File: config.mk
export PLATFORM = sky130hd
export DESIGN_NAME = omc_seq_flat
export DESIGN_NICKNAME = d
export VERILOG_FILES = /design/src/rtl/omc_pkg.sv /design/src/rtl/omc_if.sv /design/src/rtl/omc_cell_unit.sv /design/src/rtl/omc_seq.sv /design/src/flat_wrapper.sv
export SDC_FILE = /design/constraint.sdc
export NUM_CORES = 1
export LEC_CHECK = 0
export BUFFER_PORTS_ARGS = -buffer_cell sky130_fd_sc_hd__buf_4
export CAP_MARGIN = 20
export CORE_MARGIN = 3
export CORE_UTILIZATION = 45
export DETAILED_ROUTE_END_ITERATION = 10
export GPL_TIMING_DRIVEN = 0
export PLACE_DENSITY = 0.71
export SETUP_SLACK_MARGIN = 0.02
export SLEW_MARGIN = 20
export SYNTH_ARGS = -nofsm -noshare
export SYNTH_HDL_FRONTEND = slang
export SYNTH_SLANG_ARGS = --single-unit
File: constraint.sdc
create_clock -name clk -period 4 [get_ports clk]
set_input_delay 0.6 -clock clk [delete_from_list [all_inputs] [get_ports clk]]
set_output_delay 0.6 -clock clk [all_outputs]
set_load 0.05 [all_outputs]
File: src/rtl/omc_pkg.sv
// Package for the owner map area claim check block.
// Holds sizes, field widths, operation codes and the shared structs.
// No dependencies.
`default_nettype none

package omc_pkg;

  // Canvas and shape sizes.
  localparam int GRID_W     = 256;
  localparam int GRID_H     = 128;
  localparam int SHAPE_MAX  = 16;
  localparam int SHAPE_COLS = 16;
  localparam int COL_MAX    = (SHAPE_MAX < SHAPE_COLS) ? SHAPE_MAX : SHAPE_COLS;

  // Field widths of the channels.
  localparam int MODE_W     = 2;
  localparam int ROW_IDX_W  = 4;
  localparam int MASK_W     = SHAPE_COLS;
  localparam int POS_X_W    = 9;
  localparam int POS_Y_W    = 8;
  localparam int OWNER_W    = 6;
  localparam int SIZE_W     = 5;
  localparam int CFG_IDX_W  = 1;
  localparam int CFG_DATA_W = 9;
  localparam int GW_REG_W   = 9;
  localparam int GH_REG_W   = 8;

  // Derived widths.
  localparam int X_W       = $clog2(GRID_W);
  localparam int Y_W       = $clog2(GRID_H);
  localparam int ADDR_W    = X_W + Y_W;
  localparam int MAP_DEPTH = GRID_W * GRID_H;
  localparam int SI_W      = $clog2(SHAPE_MAX);
  localparam int CI_W      = $clog2(SHAPE_COLS);
  localparam int CNT_W     = $clog2(SHAPE_MAX + 1);
  localparam int W_EFF_W   = $clog2(GRID_W + 1);
  localparam int H_EFF_W   = $clog2(GRID_H + 1);
  localparam int CX_W      = POS_X_W + 2;
  localparam int CY_W      = POS_Y_W + 2;

  // Register indexes of the configuration port.
  localparam logic [CFG_IDX_W-1:0] REG_GRID_WIDTH  = 1'd0;
  localparam logic [CFG_IDX_W-1:0] REG_GRID_HEIGHT = 1'd1;

  typedef enum logic [MODE_W-1:0] {
    MODE_LOAD    = 2'd0,
    MODE_CHECK   = 2'd1,
    MODE_CLAIM   = 2'd2,
    MODE_RELEASE = 2'd3
  } mode_t;

  // Saturated canvas size seen by the sequencer.
  typedef struct packed {
    logic [W_EFF_W-1:0] width;
    logic [H_EFF_W-1:0] height;
  } grid_cfg_t;

  // Request from the sequencer to the owner map memory.
  typedef struct packed {
    logic              we;
    logic [ADDR_W-1:0] waddr;
    logic [OWNER_W-1:0] wdata;
    logic [ADDR_W-1:0] raddr;
  } ram_req_t;

  // Decision of the cell unit for one visited cell.
  typedef struct packed {
    logic               conflict;
    logic               we;
    logic [OWNER_W-1:0] wdata;
  } cell_res_t;

endpackage

`default_nettype wire

File: src/rtl/omc_if.sv
// Channel interfaces of the owner map area claim check block.
// Valid/ready channels for items, results and configuration writes; uses omc_pkg.
`default_nettype none

interface omc_in_if;
  import omc_pkg::*;
  logic                 valid;
  logic                 ready;
  logic [MODE_W-1:0]    mode;
  logic [ROW_IDX_W-1:0] row_index;
  logic [MASK_W-1:0]    row_mask;
  logic [POS_X_W-1:0]   pos_x;
  logic [POS_Y_W-1:0]   pos_y;
  logic [OWNER_W-1:0]   owner_id;
  logic [SIZE_W-1:0]    shape_rows;
  logic [SIZE_W-1:0]    shape_cols;

  modport source (
    output valid, mode, row_index, row_mask, pos_x, pos_y, owner_id, shape_rows,
           shape_cols,
    input  ready
  );
  modport sink (
    input  valid, mode, row_index, row_mask, pos_x, pos_y, owner_id, shape_rows,
           shape_cols,
    output ready
  );
endinterface

interface omc_out_if;
  import omc_pkg::*;
  logic              valid;
  logic              ready;
  logic              area_free;
  logic [MODE_W-1:0] done_mode;

  modport source (output valid, area_free, done_mode, input ready);
  modport sink   (input valid, area_free, done_mode, output ready);
endinterface


`default_nettype wire

File: src/rtl/omc_cell_unit.sv
// Compare and update unit applied to one owner map cell per cycle.
// Depends on omc_pkg for the operation codes and the result struct.
`default_nettype none

module omc_cell_unit (
  input  wire omc_pkg::mode_t                 op,
  input  wire logic [omc_pkg::OWNER_W-1:0]    cell_owner,
  input  wire logic [omc_pkg::OWNER_W-1:0]    owner_id,
  output omc_pkg::cell_res_t                  res
);
  import omc_pkg::*;

  logic is_free;
  logic is_mine;

  assign is_free = (cell_owner == '0);
  assign is_mine = (cell_owner == owner_id);

  always_comb begin
    res = '0;
    case (op)
      MODE_CHECK: begin
        res.conflict = !is_free && !is_mine;
      end
      MODE_CLAIM: begin
        res.we    = 1'b1;
        res.wdata = owner_id;
      end
      MODE_RELEASE: begin
        // Only cells held by this owner go back to free.
        res.we    = is_mine;
        res.wdata = '0;
      end
      default: begin
        res = '0;
      end
    endcase
  end

endmodule

`default_nettype wire

File: src/rtl/omc_seq.sv
// Sequencer: owner map clearing pass, shape row storage and the cell walk that
// drives the owner map memory and the cell unit. Depends on omc_pkg, omc_if, omc_cell_unit.
`default_nettype none

module omc_seq (
  input  wire logic                          clk,
  input  wire logic                          rst_n,
  omc_in_if.sink                             in_if,
  omc_out_if.source                          out_if,
  input  wire omc_pkg::grid_cfg_t            grid_cfg,
  output omc_pkg::ram_req_t                  ram_req,
  input  wire logic [omc_pkg::OWNER_W-1:0]   ram_rdata
);
  import omc_pkg::*;

  typedef enum logic [2:0] {
    S_CLEAR,
    S_IDLE,
    S_RUN,
    S_DRAIN,
    S_FINISH
  } state_t;

  state_t               state_r, state_nxt;
  logic [ADDR_W-1:0]    clr_addr_r, clr_addr_nxt;
  logic [CNT_W-1:0]     i_r, i_nxt;
  logic [CNT_W-1:0]     j_r, j_nxt;
  logic [CNT_W-1:0]     rows_r, rows_nxt;
  logic [CNT_W-1:0]     cols_r, cols_nxt;
  logic [POS_X_W-1:0]   px_r, px_nxt;
  logic [POS_Y_W-1:0]   py_r, py_nxt;
  logic [OWNER_W-1:0]   id_r, id_nxt;
  mode_t                mode_r, mode_nxt;
  logic                 ok_r, ok_nxt;
  logic                 s1_valid_r, s1_valid_nxt;
  logic [ADDR_W-1:0]    s1_addr_r, s1_addr_nxt;
  logic                 out_valid_r, out_valid_nxt;
  logic                 out_free_r, out_free_nxt;
  logic [MODE_W-1:0]    out_mode_r, out_mode_nxt;

  logic [MASK_W-1:0]    shape_r [SHAPE_MAX];

  logic                 accept;
  mode_t                in_mode;
  logic [CNT_W-1:0]     rows_sat;
  logic [CNT_W-1:0]     cols_sat;
  logic [MASK_W-1:0]    row_bits;
  logic                 cell_solid;
  logic signed [CY_W-1:0] cy;
  logic signed [CX_W-1:0] cx;
  logic                 cy_ok;
  logic                 cx_ok;
  logic [ADDR_W-1:0]    cell_addr;
  logic                 last_col;
  logic                 last_row;
  cell_res_t            cell_res;

  assign in_mode = mode_t'(in_if.mode);
  assign accept  = in_if.valid && in_if.ready;

  assign rows_sat = (32'(in_if.shape_rows) > SHAPE_MAX) ? CNT_W'(SHAPE_MAX)
                                                        : CNT_W'(in_if.shape_rows);
  assign cols_sat = (32'(in_if.shape_cols) > COL_MAX) ? CNT_W'(COL_MAX)
                                                      : CNT_W'(in_if.shape_cols);

  // Address generation for the cell at (i_r, j_r) of the shape.
  assign row_bits   = shape_r[i_r[SI_W-1:0]];
  assign cell_solid = row_bits[j_r[CI_W-1:0]];
  assign cy = $signed({{(CY_W-POS_Y_W){py_r[POS_Y_W-1]}}, py_r}) + $signed(CY_W'(i_r));
  assign cx = $signed({{(CX_W-POS_X_W){px_r[POS_X_W-1]}}, px_r}) + $signed(CX_W'(j_r));
  assign cy_ok = !cy[CY_W-1] && (cy[CY_W-2:0] < (CY_W-1)'(grid_cfg.height));
  assign cx_ok = !cx[CX_W-1] && (cx[CX_W-2:0] < (CX_W-1)'(grid_cfg.width));
  assign cell_addr = {cy[Y_W-1:0], cx[X_W-1:0]};

  assign last_col = (j_r == cols_r - CNT_W'(1));
  assign last_row = (i_r == rows_r - CNT_W'(1));

  omc_cell_unit u_cell (
    .op         (mode_r),
    .cell_owner (ram_rdata),
    .owner_id   (id_r),
    .res        (cell_res)
  );

  always_comb begin
    ram_req.raddr = cell_addr;
    if (state_r == S_CLEAR) begin
      ram_req.we    = 1'b1;
      ram_req.waddr = clr_addr_r;
      ram_req.wdata = '0;
    end else begin
      ram_req.we    = s1_valid_r && cell_res.we;
      ram_req.waddr = s1_addr_r;
      ram_req.wdata = cell_res.wdata;
    end
  end

  assign in_if.ready      = (state_r == S_IDLE);
  assign out_if.valid     = out_valid_r;
  assign out_if.area_free = out_free_r;
  assign out_if.done_mode = out_mode_r;

  always_comb begin
    state_nxt     = state_r;
    clr_addr_nxt  = clr_addr_r;
    i_nxt         = i_r;
    j_nxt         = j_r;
    rows_nxt      = rows_r;
    cols_nxt      = cols_r;
    px_nxt        = px_r;
    py_nxt        = py_r;
    id_nxt        = id_r;
    mode_nxt      = mode_r;
    ok_nxt        = ok_r;
    s1_valid_nxt  = 1'b0;
    s1_addr_nxt   = s1_addr_r;
    out_valid_nxt = out_valid_r;
    out_free_nxt  = out_free_r;
    out_mode_nxt  = out_mode_r;

    // The second pipeline stage sees the read data of the cell issued last cycle.
    if (s1_valid_r && cell_res.conflict) begin
      ok_nxt = 1'b0;
    end

    if (out_valid_r && out_if.ready) begin
      out_valid_nxt = 1'b0;
    end

    case (state_r)
      S_CLEAR: begin
        clr_addr_nxt = clr_addr_r + ADDR_W'(1);
        if (clr_addr_r == '1) begin
          state_nxt = S_IDLE;
        end
      end
      S_IDLE: begin
        if (accept) begin
          mode_nxt = in_mode;
          px_nxt   = in_if.pos_x;
          py_nxt   = in_if.pos_y;
          id_nxt   = in_if.owner_id;
          rows_nxt = rows_sat;
          cols_nxt = cols_sat;
          i_nxt    = '0;
          j_nxt    = '0;
          ok_nxt   = 1'b1;
          if (in_mode == MODE_LOAD || rows_sat == '0 || cols_sat == '0) begin
            state_nxt = S_FINISH;
          end else begin
            state_nxt = S_RUN;
          end
        end
      end
      S_RUN: begin
        s1_valid_nxt = cell_solid && cy_ok && cx_ok;
        s1_addr_nxt  = cell_addr;
        if (last_col) begin
          j_nxt = '0;
          if (last_row) begin
            state_nxt = S_DRAIN;
          end else begin
            i_nxt = i_r + CNT_W'(1);
          end
        end else begin
          j_nxt = j_r + CNT_W'(1);
        end
      end
      S_DRAIN: begin
        state_nxt = S_FINISH;
      end
      S_FINISH: begin
        if (!out_valid_r || out_if.ready) begin
          out_valid_nxt = 1'b1;
          out_free_nxt  = (mode_r == MODE_CHECK) ? ok_r : 1'b1;
          out_mode_nxt  = mode_r;
          state_nxt     = S_IDLE;
        end
      end
      default: begin
        state_nxt = S_IDLE;
      end
    endcase
  end

  always_ff @(posedge clk) begin
    if (!rst_n) begin
      state_r     <= S_CLEAR;
      clr_addr_r  <= '0;
      s1_valid_r  <= 1'b0;
      out_valid_r <= 1'b0;
    end else begin
      state_r     <= state_nxt;
      clr_addr_r  <= clr_addr_nxt;
      s1_valid_r  <= s1_valid_nxt;
      out_valid_r <= out_valid_nxt;
    end
    i_r        <= i_nxt;
    j_r        <= j_nxt;
    rows_r     <= rows_nxt;
    cols_r     <= cols_nxt;
    px_r       <= px_nxt;
    py_r       <= py_nxt;
    id_r       <= id_nxt;
    mode_r     <= mode_nxt;
    ok_r       <= ok_nxt;
    s1_addr_r  <= s1_addr_nxt;
    out_free_r <= out_free_nxt;
    out_mode_r <= out_mode_nxt;
  end

  // Shape rows beyond the stored depth are dropped.
  always_ff @(posedge clk) begin
    if (accept && in_mode == MODE_LOAD && 32'(in_if.row_index) < SHAPE_MAX) begin
      shape_r[in_if.row_index[SI_W-1:0]] <= in_if.row_mask;
    end
  end

endmodule

`default_nettype wire

File: src/flat_wrapper.sv
// flat-port wrapper written by rule: the top's interface ports become plain ports
module omc_seq_flat import omc_pkg::*;
  (clk, rst_n, grid_cfg, ram_req, ram_rdata, in_if_valid, in_if_mode, in_if_row_index, in_if_row_mask, in_if_pos_x, in_if_pos_y, in_if_owner_id, in_if_shape_rows, in_if_shape_cols, in_if_ready, out_if_valid, out_if_area_free, out_if_done_mode, out_if_ready);
  omc_in_if in_if_i ();
  omc_out_if out_if_i ();
  input  wire logic clk;
  input  wire logic rst_n;
  input  wire omc_pkg::grid_cfg_t grid_cfg;
  output omc_pkg::ram_req_t ram_req;
  input  wire logic [omc_pkg::OWNER_W-1:0] ram_rdata;
  input wire logic [$bits(in_if_i.valid)-1:0] in_if_valid;
  input wire logic [$bits(in_if_i.mode)-1:0] in_if_mode;
  input wire logic [$bits(in_if_i.row_index)-1:0] in_if_row_index;
  input wire logic [$bits(in_if_i.row_mask)-1:0] in_if_row_mask;
  input wire logic [$bits(in_if_i.pos_x)-1:0] in_if_pos_x;
  input wire logic [$bits(in_if_i.pos_y)-1:0] in_if_pos_y;
  input wire logic [$bits(in_if_i.owner_id)-1:0] in_if_owner_id;
  input wire logic [$bits(in_if_i.shape_rows)-1:0] in_if_shape_rows;
  input wire logic [$bits(in_if_i.shape_cols)-1:0] in_if_shape_cols;
  output wire logic [$bits(in_if_i.ready)-1:0] in_if_ready;
  output wire logic [$bits(out_if_i.valid)-1:0] out_if_valid;
  output wire logic [$bits(out_if_i.area_free)-1:0] out_if_area_free;
  output wire logic [$bits(out_if_i.done_mode)-1:0] out_if_done_mode;
  input wire logic [$bits(out_if_i.ready)-1:0] out_if_ready;
  assign in_if_i.valid = in_if_valid;
  assign in_if_i.mode = in_if_mode;
  assign in_if_i.row_index = in_if_row_index;
  assign in_if_i.row_mask = in_if_row_mask;
  assign in_if_i.pos_x = in_if_pos_x;
  assign in_if_i.pos_y = in_if_pos_y;
  assign in_if_i.owner_id = in_if_owner_id;
  assign in_if_i.shape_rows = in_if_shape_rows;
  assign in_if_i.shape_cols = in_if_shape_cols;
  assign in_if_ready = in_if_i.ready;
  assign out_if_valid = out_if_i.valid;
  assign out_if_area_free = out_if_i.area_free;
  assign out_if_done_mode = out_if_i.done_mode;
  assign out_if_i.ready = out_if_ready;
  omc_seq u_core (.clk(clk), .rst_n(rst_n), .in_if(in_if_i), .out_if(out_if_i), .grid_cfg(grid_cfg), .ram_req(ram_req), .ram_rdata(ram_rdata));
endmodule
==> reports/qor.csv <==
metric,value,unit
clockBufferDepth,3,
hold_violations,0,
syn_nets,995,
r2r_cells,14,
dp.cells,1447,
place.gp.congestion,0.840,
yosysMostFrequentCell,edfxtp_1,
finalSetupViolCount,0,
ys_warn_count,0,
multi_input_area,0.00451,mm2
grt_pass1_vias,8527,
p_per_area,423,mW/mm2
synth_area,0.0149,mm2
io_pins,124,
start_kind,register,
worstHoldStart,in_if_pos_x[0],
regArea,0.0101,mm2
fill_cells,2539,
drive_above_1_share,26.7,%
slowest_stage,a2111oi_2,
path_class,register to register,
die_x,188,um
slew_headroom,45.9,%
regToRegEndpoint,u_core.s1_valid_r,
stdcell_area,0.0178,mm2
cts_tree,done,
hold_class,input pin to register,
place_hpwl,22600,um
required,4350,ps
maxClockFrequency,0.272,GHz
pre_cts_ws,105,ps
antennaDiodeCount,0,
async_reset_ff_share,0,%
nets,1165,
grt_pass1_wl,51500,um
first_pass_iters,6,
crit_path_max_fanout,3,
p_leak,6.16,nW
status,finished clean,
slew_violations,0,
synth_top_area_share,64.4,%
placed_area,0.0165,mm2
wl_per_cell,22.7,um
path_cells,"ha_1, fa_1, a21oi_1, nor2_1, nor2_1, nor2b_1, o2111ai_1, xnor2_1, ha_1, a211oi_1, nand3_1, a21oi_1, o221ai_1, a2111oi_2",
clk_latency,510,ps
max_stage_delay,510,ps
grt_overflow,0,
drc,0,
dieArea,0.0353,mm2
critPathArrivalTime,4030,ps
synthTopCellsByArea,"edfxtp_1, mux4_1, mux4_2",
netlist_top_cells_count,"edfxtp_1, nand2_1, nor2_1, inv_1, ha_1",
synthCells,881,
period_share,92.0,%
drv_cap,0,
grt_use_total,19.1,%
ys_seq_area_share,67.7,%
clockRootBuffer,clkbuf_16,
worst-path-buf-inv,0,
synth_edf_count,319,
antenna_found_initial,0,
worstMarginPinSlew,806,ps
synthDistinctLibCells,72,
rrSetupSlack,320,ps
setup_ws,321,ps
core,0.0320,mm2
ir_drop,0.384,mV
cts_made_buffers,36,
postSynthAreaPerCell,16.9,um2
holdPathEnd,u_core.px_r[0],
die-height,188,um
rsz0062_at_grt,no,
path_clk_slew,60,ps
clock_sinks,344,
cts_max_level,2,
finalWirelength,34300,um
drt_first_iter_violations,727,
crit_family,compound AO/OA/AOI/OAI gates,
syn_to_final_growth,19.3,%
synth_flop_cell,edfxtp_1,
r2r_start,u_core.j_r[0],
vias,8545,
initial_core_util,46.5,%
via_per_inst,5.64,
grt_max_degree,33,
cp-end-kind,register,
synth_area_leader_cell,edfxtp_1,
ys_ff_latch,344,
ant_nets,0,
skew,17.2,ps
hold_path_depth,1,
finalNonFillerCells,1514,
core.rowCount,65,
fin_crit,3680,ps
io_buffers,122,
## repair_timing
item                       CTS  global route
resized for setup            0             0
setup endpoints to repair    0             1
hold buffers                 0             0
buffers inserted             0             1
## cell usage in the layout, fill, tap and decap left out, drive strengths merged, types with 4 or more instances in the layout
master,Yosys,layout
edfxtp,319,319
buf,21,153
clkbuf,10,55
mux4,55,55
nand2,40,40
nor2,38,38
inv,32,34
ha,30,30
xnor2,28,28
dfxtp,25,25
mux2,22,22
nor2b,20,20
and2,18,18
nand3,18,18
mux2i,18,18
xor2,17,17
o21ai,16,16
clkinv,1,14
a21oi,13,13
nand2b,12,12
and3,11,11
a22oi,10,10
nor3,9,9
nand3b,8,8
nand4,7,7
a31oi,7,7
a21boi,6,6
bufinv,0,6
o2111ai,6,6
nor3b,5,5
o211ai,5,5
a21o,4,4
a31o,4,4
or3,4,4
## final cells by class
cell class,instances,share of cell area (%)
buffer,31,1.59
tap,435,3.06
sequential,344,56.7
multi-input combinational,473,25.4
clock inverter,21,1.42
timing repair buffer,132,5.67
inverter,33,0.697
clock buffer,45,5.44
## worst max path at each step
stage	cells after the start	slack, ps	endpoint	start
6_report	14	320	u_core.s1_valid_r	u_core.j_r[0]
5_1_grt	14	70	u_core.s1_valid_r	u_core.j_r[0]
4_1_cts	14	70	u_core.s1_valid_r	u_core.j_r[0]
3_5_place_dp	14	110	u_core.s1_valid_r	u_core.j_r[0]
3_3_place_gp	6	-810	u_core.shape_r[0][7]	u_core.state_r[0]
2_1_floorplan	14	500	u_core.s1_valid_r	u_core.j_r[0]
## power breakdown
group	total [mW]	internal [mW]	switching [mW]
combinational	0.161	0.0737	0.0870
sequential	3.92	3.92	0.00301
clock	3.43	2.10	1.33
total	7.52	6.10	1.42
## per-stage QoR
step                      hold WS, ps  setup TNS [ps]  total power, mW  utilization (%)
after floorplan                   417               0             4.04                -
after global placement            432          -35770             4.15             51.0
after detailed placement          435               0             4.16             51.6
after CTS                         250               0             7.57             55.4
after global routing              247               0             7.74             55.4
final                             267               0             7.52             55.4
## sequential cells by signal (all words and copies together), names as in the netlist, named ones only
name,count
u_core.shape_r,256
u_core.clr_addr_r,15
u_core.s1_addr_r,15
u_core.px_r,9
u_core.py_r,8
u_core.id_r,6
u_core.cols_r,5
u_core.i_r,5
u_core.j_r,5
u_core.rows_r,5
u_core.state_r,3
u_core.mode_r,2
u_core.out_if.done_mode,2
u_core.ok_r,1
u_core.out_if.area_free,1
u_core.out_if.valid,1
u_core.s1_valid_r,1
## per-layer routing
layer  GRT usage [%]  up-vias  wire, um
met2            30.9      376     16200
met3            3.66       65      2670
met5               0        -         0
met1            26.8     4274     14600
li1                -     3830         -
met4            5.57        0       863
## kinds of logic after synthesis
group	share of synthesized area (%)
AOI/OAI and AO/OA	4.85
xor gates and xnor gates	2.65
adders and majority gates	2.79
buffers and inverters	2.73
DFF	67.7
muxes	11.9
and+or+nand+nor	7.36
## worst register-to-register path: cells and delay by family, from the launching register on
family	cells	cell delay [ps]
adder cells (fa/ha/maj)	3	940
AO/OA/AOI/OAI	6	1550
AND/OR/NAND/NOR	4	410
XOR/XNOR	1	200
flip-flops	1	430
No activity file was read; power rests on OpenSTA's default activity.
